## src/sclid_pkg.sv

```systemverilog
package sclid_pkg;

  localparam int unsigned MapSize = 58;

  localparam logic [7:0] SC_ESC    = 8'h01;
  localparam logic [7:0] SC_LSHIFT = 8'h2A;
  localparam logic [7:0] SC_RSHIFT = 8'h36;
  localparam logic [7:0] SC_PFX_E0 = 8'hE0;
  localparam logic [7:0] SC_PFX_E1 = 8'hE1;

  localparam logic [6:0] ASCII_NONE = 7'h00;
  localparam logic [6:0] ASCII_BS   = 7'h08;
  localparam logic [6:0] ASCII_LF   = 7'h0A;

  localparam logic [6:0] MAX_LINE_RESET = 7'd79;

  typedef enum logic [1:0] {
    EV_CHAR  = 2'd0,
    EV_ERASE = 2'd1,
    EV_EOL   = 2'd2,
    EV_EXIT  = 2'd3
  } event_kind_e;

  typedef struct packed {
    event_kind_e kind;
    logic [6:0]  character;
    logic [6:0]  position;
    logic [6:0]  line_length;
  } result_t;

  // US layout, scan code set 1, indexed by make code.
  localparam logic [6:0] PLAIN_MAP [MapSize] = '{
    7'h00, 7'h1B, 7'h31, 7'h32, 7'h33, 7'h34, 7'h35, 7'h36, 7'h37, 7'h38,
    7'h39, 7'h30, 7'h2D, 7'h3D, 7'h08, 7'h09, 7'h71, 7'h77, 7'h65, 7'h72,
    7'h74, 7'h79, 7'h75, 7'h69, 7'h6F, 7'h70, 7'h5B, 7'h5D, 7'h0A, 7'h00,
    7'h61, 7'h73, 7'h64, 7'h66, 7'h67, 7'h68, 7'h6A, 7'h6B, 7'h6C, 7'h3B,
    7'h27, 7'h60, 7'h00, 7'h5C, 7'h7A, 7'h78, 7'h63, 7'h76, 7'h62, 7'h6E,
    7'h6D, 7'h2C, 7'h2E, 7'h2F, 7'h00, 7'h2A, 7'h00, 7'h20
  };

  localparam logic [6:0] SHIFT_MAP [MapSize] = '{
    7'h00, 7'h1B, 7'h21, 7'h40, 7'h23, 7'h24, 7'h25, 7'h5E, 7'h26, 7'h2A,
    7'h28, 7'h29, 7'h5F, 7'h2B, 7'h08, 7'h09, 7'h51, 7'h57, 7'h45, 7'h52,
    7'h54, 7'h59, 7'h55, 7'h49, 7'h4F, 7'h50, 7'h7B, 7'h7D, 7'h0A, 7'h00,
    7'h41, 7'h53, 7'h44, 7'h46, 7'h47, 7'h48, 7'h4A, 7'h4B, 7'h4C, 7'h3A,
    7'h22, 7'h7E, 7'h00, 7'h7C, 7'h5A, 7'h58, 7'h43, 7'h56, 7'h42, 7'h4E,
    7'h4D, 7'h3C, 7'h3E, 7'h3F, 7'h00, 7'h2A, 7'h00, 7'h20
  };

endpackage

```

## src/sclid_in_stage.sv

```systemverilog
module sclid_in_stage
  import sclid_pkg::*;
(
  input  logic       clk_i,
  input  logic       rst_ni,
  input  logic       in_valid_i,
  output logic       in_ready_o,
  input  logic [7:0] scan_code_i,
  input  logic       take_i,
  output logic       valid_o,
  output logic [7:0] scan_code_o
);

  logic       valid_q, valid_d;
  logic [7:0] scan_q;

  // The stage refills in the same cycle that its beat moves on.
  assign in_ready_o = !valid_q || take_i;

  always_comb begin
    valid_d = valid_q;
    if (in_valid_i && in_ready_o) begin
      valid_d = 1'b1;
    end else if (take_i) begin
      valid_d = 1'b0;
    end
  end

  always_ff @(posedge clk_i or negedge rst_ni) begin
    if (!rst_ni) begin
      valid_q <= 1'b0;
    end else begin
      valid_q <= valid_d;
    end
  end

  always_ff @(posedge clk_i) begin
    if (in_valid_i && in_ready_o) begin
      scan_q <= scan_code_i;
    end
  end

  assign valid_o     = valid_q;
  assign scan_code_o = scan_q;

endmodule

```

## src/sclid_keymap.sv

```systemverilog
module sclid_keymap
  import sclid_pkg::*;
(
  input  logic [7:0] scan_code_i,
  input  logic       shift_i,
  output logic [6:0] ascii_o
);

  logic [5:0] idx;

  assign idx = scan_code_i[5:0];

  always_comb begin
    ascii_o = ASCII_NONE;
    if (scan_code_i < 8'(MapSize)) begin
      ascii_o = shift_i ? SHIFT_MAP[idx] : PLAIN_MAP[idx];
    end
  end

endmodule

```

## src/sclid_core.sv

```systemverilog
module sclid_core
  import sclid_pkg::*;
#(
  parameter int unsigned LINE_CAPACITY = 80
) (
  input  logic       clk_i,
  input  logic       rst_ni,
  input  logic       valid_i,
  input  logic [7:0] scan_code_i,
  input  logic [6:0] max_line_i,
  output logic       take_o,
  output logic       out_valid_o,
  input  logic       out_ready_i,
  output result_t    result_o
);

  localparam logic [6:0] CapLimit = 7'(LINE_CAPACITY - 1);

  logic       shift_q, shift_d;
  logic [6:0] held_q, held_d;
  logic [6:0] count_q, count_d;
  logic       out_valid_q, out_valid_d;
  result_t    result_q, res;
  logic       emit;
  logic [6:0] ascii;
  logic [6:0] limit;
  logic [7:0] sc;

  assign sc     = scan_code_i;
  assign take_o = valid_i && (!out_valid_q || out_ready_i);
  assign limit  = (max_line_i < CapLimit) ? max_line_i : CapLimit;

  sclid_keymap u_keymap (
    .scan_code_i (sc),
    .shift_i     (shift_q),
    .ascii_o     (ascii)
  );

  always_comb begin
    shift_d         = shift_q;
    held_d          = held_q;
    count_d         = count_q;
    emit            = 1'b0;
    res.kind        = EV_CHAR;
    res.character   = 7'd0;
    res.position    = 7'd0;
    res.line_length = count_q;
    if (sc == SC_PFX_E0 || sc == SC_PFX_E1) begin
      emit = 1'b0;
    end else if (sc == SC_ESC) begin
      emit     = 1'b1;
      res.kind = EV_EXIT;
    end else if (sc[7]) begin
      if (sc[6:0] == SC_LSHIFT[6:0] || sc[6:0] == SC_RSHIFT[6:0]) begin
        shift_d = 1'b0;
      end
      if (sc[6:0] == held_q) begin
        held_d = 7'd0;
      end
    end else if (sc == 8'd0) begin
      emit = 1'b0;
    end else if (sc == SC_LSHIFT || sc == SC_RSHIFT) begin
      shift_d = 1'b1;
    end else if (sc[6:0] == held_q) begin
      // Auto-repeat of the key already down is dropped.
      emit = 1'b0;
    end else begin
      held_d = sc[6:0];
      if (ascii == ASCII_LF) begin
        emit     = 1'b1;
        res.kind = EV_EOL;
        count_d  = 7'd0;
      end else if (ascii == ASCII_BS) begin
        if (count_q != 7'd0) begin
          emit            = 1'b1;
          res.kind        = EV_ERASE;
          count_d         = count_q - 7'd1;
          res.position    = count_d;
          res.line_length = count_d;
        end
      end else if (ascii != ASCII_NONE && count_q < limit) begin
        emit            = 1'b1;
        res.kind        = EV_CHAR;
        res.character   = ascii;
        res.position    = count_q;
        count_d         = count_q + 7'd1;
        res.line_length = count_d;
      end
    end
  end

  always_comb begin
    out_valid_d = out_valid_q;
    if (take_o) begin
      out_valid_d = emit;
    end else if (out_ready_i) begin
      out_valid_d = 1'b0;
    end
  end

  always_ff @(posedge clk_i or negedge rst_ni) begin
    if (!rst_ni) begin
      shift_q     <= 1'b0;
      held_q      <= 7'd0;
      count_q     <= 7'd0;
      out_valid_q <= 1'b0;
    end else begin
      out_valid_q <= out_valid_d;
      if (take_o) begin
        shift_q <= shift_d;
        held_q  <= held_d;
        count_q <= count_d;
      end
    end
  end

  always_ff @(posedge clk_i) begin
    if (take_o && emit) begin
      result_q <= res;
    end
  end

  assign out_valid_o = out_valid_q;
  assign result_o    = result_q;

endmodule

```

## src/scancode_line_input_decoder_top.sv

```systemverilog
// Line input decoder for PS/2 scan code set 1 bytes.
// The input channel (in_valid_i/in_ready_o, scan_code_i) takes one raw byte
// per beat. Prefix bytes, zero bytes and auto-repeats leave the state as it is;
// shift keys, releases and unmapped keys update it; none of these give a result beat.
// The output channel (out_valid_o/out_ready_i) carries one event per beat:
// a typed character with its position, an erase, an end of line with its
// length, or an exit request.
// The configuration channel (cfg_valid_i/cfg_ready_o, max_line_i) sets the
// line limit; it is always ready and should be written only while idle.
// An input beat passes through the input register and then the decode stage,
// which loads the result register.
// Throughput is one byte per cycle while the receiver does not stall; the key table lookup and the line
// counter update form the single decode step between the two registers.
// When the receiver stalls, the result register holds its beat and the
// input register still takes one more byte; after that in_ready_o drops.
// Reset clears shift, held key and line count, empties both registers and
// sets the line limit to 79.
module scancode_line_input_decoder_top
  import sclid_pkg::*;
#(
  parameter int unsigned LINE_CAPACITY = 80
) (
  input  logic       clk_i,
  input  logic       rst_ni,
  input  logic       in_valid_i,
  output logic       in_ready_o,
  input  logic [7:0] scan_code_i,
  output logic       out_valid_o,
  input  logic       out_ready_i,
  output logic [1:0] event_kind_o,
  output logic [6:0] character_o,
  output logic [6:0] position_o,
  output logic [6:0] line_length_o,
  input  logic       cfg_valid_i,
  output logic       cfg_ready_o,
  input  logic [6:0] max_line_i
);

  logic [6:0] max_line_q;
  logic       take;
  logic       s1_valid;
  logic [7:0] s1_scan;
  result_t    result;

  assign cfg_ready_o = 1'b1;

  always_ff @(posedge clk_i or negedge rst_ni) begin
    if (!rst_ni) begin
      max_line_q <= MAX_LINE_RESET;
    end else if (cfg_valid_i && cfg_ready_o) begin
      max_line_q <= max_line_i;
    end
  end

  sclid_in_stage u_in_stage (
    .clk_i       (clk_i),
    .rst_ni      (rst_ni),
    .in_valid_i  (in_valid_i),
    .in_ready_o  (in_ready_o),
    .scan_code_i (scan_code_i),
    .take_i      (take),
    .valid_o     (s1_valid),
    .scan_code_o (s1_scan)
  );

  sclid_core #(
    .LINE_CAPACITY (LINE_CAPACITY)
  ) u_core (
    .clk_i       (clk_i),
    .rst_ni      (rst_ni),
    .valid_i     (s1_valid),
    .scan_code_i (s1_scan),
    .max_line_i  (max_line_q),
    .take_o      (take),
    .out_valid_o (out_valid_o),
    .out_ready_i (out_ready_i),
    .result_o    (result)
  );

  assign event_kind_o  = result.kind;
  assign character_o   = result.character;
  assign position_o    = result.position;
  assign line_length_o = result.line_length;

endmodule

```

## config.mk

```make
export PLATFORM = sky130hd
export DESIGN_NAME = scancode_line_input_decoder_top
export DESIGN_NICKNAME = d
export VERILOG_FILES = /design/src/sclid_pkg.sv /design/src/sclid_in_stage.sv /design/src/sclid_keymap.sv /design/src/sclid_core.sv /design/src/scancode_line_input_decoder_top.sv
export SDC_FILE = /design/constraint.sdc
export NUM_CORES = 1
export LEC_CHECK = 0
export ABC_AREA = 1
export CAP_MARGIN = 20
export CORE_UTILIZATION = 65
export CTS_BUF_LIST = sky130_fd_sc_hd__clkbuf_4
export CTS_CLUSTER_DIAMETER = 150
export DETAILED_ROUTE_END_ITERATION = 10
export DONT_BUFFER_PORTS = 1
export GPL_ROUTABILITY_DRIVEN = 0
export GPL_TIMING_DRIVEN = 0
export PLACE_DENSITY = 0.81
export SETUP_SLACK_MARGIN = 0.2
export SLEW_MARGIN = 40
export SYNTH_ARGS = -nofsm -noshare
export SYNTH_HDL_FRONTEND = slang
export SYNTH_SLANG_ARGS = --single-unit
export TNS_END_PERCENT = 100
```

## constraint.sdc

```tcl
create_clock -name clk_i -period 5.01 [get_ports clk_i]
set_clock_uncertainty 0.2 [all_clocks]
set_input_delay 1.002 -clock clk_i [delete_from_list [all_inputs] [get_ports clk_i]]
set_output_delay 1.002 -clock clk_i [all_outputs]
set_load 0.02 [all_outputs]
```

# Word level (Yosys, flattened, before mapping)
# Memory sizes are Yosys's and may differ from the RTL's.
# Index checks and enable logic that the tools add are counted.
# classes
n_addsub	2
magnitude_cmp	4
n_eq_ne	16
n_mux	49
bitwise	8
n_reduce_logical	23
# op_table
cell	count
$mux W7	19
$mux W23	4
$mux W21	2
$mux W14	2
$mux W1	19
$eq A8 B6 Y1 const B	2
$eq A8 B8 Y1 const B	2
$eq A7 B4 Y1 const B	2
$eq A7 B6 Y1 const B	2
$reduce_bool A7 Y1	2
$reduce_and A9 Y1	1
$reduce_or A9 Y1	1
$eq A8 B1 Y1 const B	1
$logic_not A8 Y1	1
$lt A8 B6 Y1 const B	1
$add A7 B1 Y7 const B	1
$eq A7 B7 Y1	1
$ge A7 B7 Y1 const B	1
$lt A7 B7 Y1	1
$lt A7 B7 Y1 const B	1
$not A1 Y1	7
$not A6 Y7	1
$reduce_and A7 Y1	1
$reduce_or A7 Y1	1
11 further kinds	26
# word_totals
reg_bits	55
romBits	896
out_inout_bits	26
elab_cells	115
n_memories	2
# memory_table
memory	words	word_bits	rd	rd_ports_with_merged_regs	write_ports	line_no	text
(no name shown)	64	7	1	0	0	sclid_keymap.sv:16	ascii_o = shift_i ? SHIFT_MAP[idx] : PLAIN_MAP[idx];
(no name shown)	64	7	1	0	0	sclid_keymap.sv:16	

# Depth between registers and ports, before layout
# logic_depth
depth_word	18
depth_mapped	21
mapped_depth_nobuf	20

# Modules after synthesis
# From an unflattened synthesis, not the netlist that was laid out.
# unflattened
hier_cells	616
hier_area_um2	4380.5
# modules_own_cells
mod	n_inst	cells_each	area_per_inst_um2
sclid_core	1	338	2660.1
sclid_keymap	1	232	1148.6
scancode_line_input_decoder_top	1	32	286.5
sclid_in_stage	1	14	285.3

# Worst setup path after synthesis
# No wires, ideal clock.
# synth_timing
kind	reg-to-reg
start	register u_in_stage.scan_q[1], in the netlist u_in_stage.scan_code_o[1]
end	register u_core.result_q (netlist bit u_core.result_o[0]) (enable)
t_arrival_ns	2.795
required_time_ns	4.432
setup_slack_ns	1.637
path_stages_with_launch	19
period_less_slack_ns	3.373
path_cell_list	edfxtp_1 > buf_2 > inv_1 > ha_1 > inv_1 > nand2_1 > nand3_1 > nand2_1 > nand2_1 > nand2_1 > nand3_1 > nand2_1 > nand2_2 > nor2_2 > a21oi_4 > nand2_1 > nand3_1 > nand2_1 > inv_1
# synth_via
elab_chain_cells	18
elab_cells_between_ends	33
classes_between	1 x order compare; 8 x eq/ne; 15 x mux; 1 x bitwise; 6 x reduce/logical; 2 x memory
# synth_rtl
element	line_no	text
start, declared	sclid_in_stage.sv:15	logic [7:0] scan_q;
start signal, assigned	sclid_in_stage.sv:39	scan_q <= scan_code_i;
$not A6 Y7 (implied by the code)	sclid_keymap.sv:16	
$mem_v2 Z64 W7	--	
$mux W7 (implied by the code) (2 in a row)	sclid_keymap.sv:16	
$mux W7	sclid_keymap.sv:16	
$mux W7	sclid_keymap.sv:15	if (scan_code_i < 8'(MapSize)) begin
$reduce_bool A7 Y1	sclid_core.sv:81	end else if (ascii != ASCII_NONE && count_q < limit) begin
$logic_and A1 B1 Y1	sclid_core.sv:81	
$mux W1	sclid_core.sv:81	
$mux W1	sclid_core.sv:73	end else if (ascii == ASCII_BS) begin
$mux W1	sclid_core.sv:69	if (ascii == ASCII_LF) begin
$mux W1	sclid_core.sv:64	end else if (sc[6:0] == held_q) begin
$mux W1	sclid_core.sv:62	end else if (sc == SC_LSHIFT || sc == SC_RSHIFT) begin
$mux W1	sclid_core.sv:60	end else if (sc == 8'd0) begin
$mux W1	sclid_core.sv:53	end else if (sc[7]) begin
$mux W1	sclid_core.sv:50	end else if (sc == SC_ESC) begin
$mux W1 *	sclid_core.sv:48	if (sc == SC_PFX_E0 || sc == SC_PFX_E1) begin
$logic_and A1 B1 Y1 *	sclid_core.sv:118	if (take_o && emit) begin
end signal, assigned	sclid_core.sv:119	result_q <= res;
end, declared	sclid_core.sv:23	result_t result_q, res;
# Every way passes the cells marked *; elsewhere a longest branch is shown, timed or not. The select of a mux whose other input is x is not followed.
# A chain may end at the register's enable or synchronous reset.

# Final worst setup path
# layout_timing
start	register u_in_stage.scan_q[1], in the netlist u_in_stage.scan_code_o[1]
end	register u_core.result_q (netlist bit u_core.result_o[12]) (enable)
# Same word-level chain as after synthesis.

==> flow_summary.ini <==
[floorplanning]
row_count = 29
core_um2 = 6420
die_w_um = 84.2
dieArea_um2 = 7090
die_h_um = 84.2
io_pins = 46
start_util = 0.684

[global_route]
grt_pass1_wl_um = 17700
track_usage = 0.312
met3_usage = 0.0600
grt_max_degree = 25
grt_util_met1 = 0.460
grtUsageMet2 = 0.455
grt_antenna_before_repair = 0
grt_pass1_vias = 3902
busiest_layer = met1
grt-ovfl-total = 0

[power]
leakage_nw = 2.28
ir_worst_vdd_v = 0.000239
power_density_nw_per_um2 = 371
total_power_w = 0.00169

[critical_path]
cpMaxStageDelayCell = edfxtp_1
cp.required_ns = 4.85
arrival_ns = 3.75
crit_buf_inv = 3
critPathMaxFanout = 23
start_kind = register
slowest_delay_ns = 0.53
endpoint_kind = register
setup.worst_path.class = register to register
crit_family = simple AND/OR/NAND/NOR gates
crit_chain = buf_2 -> inv_1 -> ha_1 -> nand2_1 -> nand3_1 -> nand3_1 -> nand2_1 -> nand2_1 -> nand3_1 -> nand2_1 -> nand2_2 -> nor2_2 -> a21oi_4 -> nand2_1 -> nand3_1 -> nand2_1 -> inv_2
cpMostUsedCell = nand2_1

[synthesis]
netlist_area_um2 = 4400
synthFlopType = edfxtp_1
ys_warn_count = 0
synth-edff-count = 31
async_reset_ff_frac = 0.436
synth_cells = 646
synthesis.nets = 688
synth-seq-cells = 55
seq_area_frac_synth = 0.350
ys_types = 38
syn_area_per_cell_um2 = 6.80

[timing]
fmax_mhz = 256
maxSlewViolCount = 0
setup_viol = 0
period_share = 0.780
fin_setup_tns_ns = 0
rsz0062_at_grt = no
worstMarginPinSlew_ns = 0.634
period_needed_ns = 3.91
final_hold_viol_count = 0
slew_headroom = 0.577

[cts]
clk_path_buf_depth = 2
cts_buffers = 5
clk-insertion-delay-late_ns = 0.38
tritoncts_num_sinks = 55
post_cts_resized = 0
ctsHoldBuffers = 0
path_clk_slew_ns = 0.17
cts-root-buf = clkbuf_4
post_cts_buffers = 0
htreeDepth = 2
cts_tree = built

[route]
wire_per_inst_um = 14.4
routed_wl_um = 10600
via_count = 4355
vias_per_cell = 5.96
ant_nets = 0
drc = 6
firstDrtPassIters = 10
drt_iter0_markers = 726

[layout]
syn_to_final_growth_pct = 3.67
fin_nets = 695
num_antenna_cells = 0
drive_above_1_share = 0.0902
fin_cells = 731
fill_cells = 560
final_core_util = 0.710
final_area_um2 = 4560

[place]
port_buffers = 0
dpl.hpwl_um = 7930
placed_area_um2 = 4490
dp.cells = 723

[run]
cap_violations = 0

[run_status]
violations = DRC
status = complete, but fails checks

[min_path]
min_path_type = input pin to async pin
## sequential cells by signal, summed over array words and instances, names as in the netlist
name                    cells
u_core.result_o            23
u_in_stage.scan_code_o      8
max_line_q                  7
u_core.count_q              7
u_core.held_q               7
u_core.out_valid_o          1
u_core.shift_q              1
u_in_stage.valid_o          1
## synthesized netlist by cell type, drive strengths merged, types with 3 or more instances
cell    number  share of area
nor2        78          0.077
a21oi       20          0.027
xor2         8          0.016
dfrtp       19           0.11
edfxtp      31           0.21
xnor2        3         0.0060
clkbuf       5         0.0043
nor3         3         0.0034
inv         72          0.061
o21ai       28          0.032
ha          22          0.063
buf         17          0.023
nand4       13          0.020
nand2      216           0.19
nand3       94           0.11
dfstp        5          0.030
## layout make-up
cell class,instances,area [um^2],share of cell area
Clock buffer,5,37.5,0.00824
Clock inverter,3,27.5,0.00604
Sequential cell,55,1540,0.337
Tap cell,77,96.3,0.0211
Multi-Input combinational cell,496,2460,0.541
Buffer,22,120,0.0264
Inverter,73,274,0.0601
## cells by family after synthesis
| group | count (synthesis) | share of synthesized area |
|---|---|---|
| DFF | 55 | 0.350 |
| other | 1 | 0.000853 |
| xor gates and xnor gates | 11 | 0.0219 |
| adders and majority gates | 22 | 0.0626 |
| muxes | 2 | 0.00512 |
| AOI/OAI and AO/OA | 53 | 0.0675 |
| buffers and inverters | 95 | 0.0897 |
| and+or+nand+nor | 407 | 0.403 |
## layer usage
layer / vias to the layer above / part of all wire / wire length, um
met5: - / 0 / 0
li1: 2097 / - / -
met1: 1929 / 0.44 / 4680
met3: 56 / 0.12 / 1230
met2: 273 / 0.41 / 4300
met4: 0 / 0.033 / 352
## power breakdown
| group | switching (W) | leakage [nW] | total (W) | internal (W) |
|---|---|---|---|---|
| Sequential | 0.000107 | 0.592 | 0.000698 | 0.000591 |
| Clock | 0.000150 | 0.0333 | 0.000210 | 0.0000593 |
| Combinational | 0.000531 | 1.65 | 0.000783 | 0.000252 |
| Total | 0.000788 | 2.28 | 0.00169 | 0.000902 |
## cell usage in the layout, fill, tap and decap left out, types with 4 or more instances in the layout
cell      synthesis  routed
nor2_2            5       5
o21ai_0          25      25
edfxtp_1         31      31
dfrtp_1          19      19
nor2_1           70      70
nand3_2           4       4
clkbuf_4          0       5
dfstp_2           5       5
buf_2            12      12
buf_4             4       4
xor2_1            8       8
nand2_2           4       4
inv_2             6       7
nand4_1          12      12
clkbuf_1          5       5
ha_1             22      22
nand2_1         212     212
inv_1            66      65
a21oi_1          17      17
nand3_1          90      90
## worst paths after layout
| check | startpoint | endpoint | slack (ns) | cells after the start |
|---|---|---|---|---|
| worst max-delay path | u_in_stage.scan_code_o[1]$_DFFE_PP_ | u_core.result_o[12]$_SDFFCE_PP0P_ | 1.10 | 17 |
| worst min-delay path | rst_ni | u_core.count_q[6]$_DFFE_PN0P_ | 0.08 | 0 |
| worst max register to register | u_in_stage.scan_code_o[1]$_DFFE_PP_ | u_core.result_o[12]$_SDFFCE_PP0P_ | 1.10 | 17 |
| worst min register to register | max_line_q[2]$_DFFE_PN1P_ | max_line_q[2]$_DFFE_PN1P_ | 0.31 | 2 |
| max in group asynchronous | rst_ni | max_line_q[3]$_DFFE_PN1P_ | 4.34 | 0 |
| min in group clk_i | max_line_q[2]$_DFFE_PN1P_ | max_line_q[2]$_DFFE_PN1P_ | 0.31 | 2 |
## worst reg2reg max path, delay by kind of cell, from the launching register on
kind | cells | cell delay (ns)
buffers and inverters | 3 | 0.92
DFF | 1 | 0.53
adders and majority gates | 1 | 0.39
and+or+nand+nor | 12 | 1.25
AOI/OAI and AO/OA | 1 | 0.29
## per-stage QoR
stage | hold slack (ns) | setup slack [ns]
after floorplan | 0.270 | 1.64
after global placement | 0.290 | 0.989
after detailed placement | 0.291 | 0.945
after CTS | 0.0657 | 0.931
after global routing | 0.0430 | 0.899
final | 0.0781 | 1.10
Power figures use the tool's default switching activity.
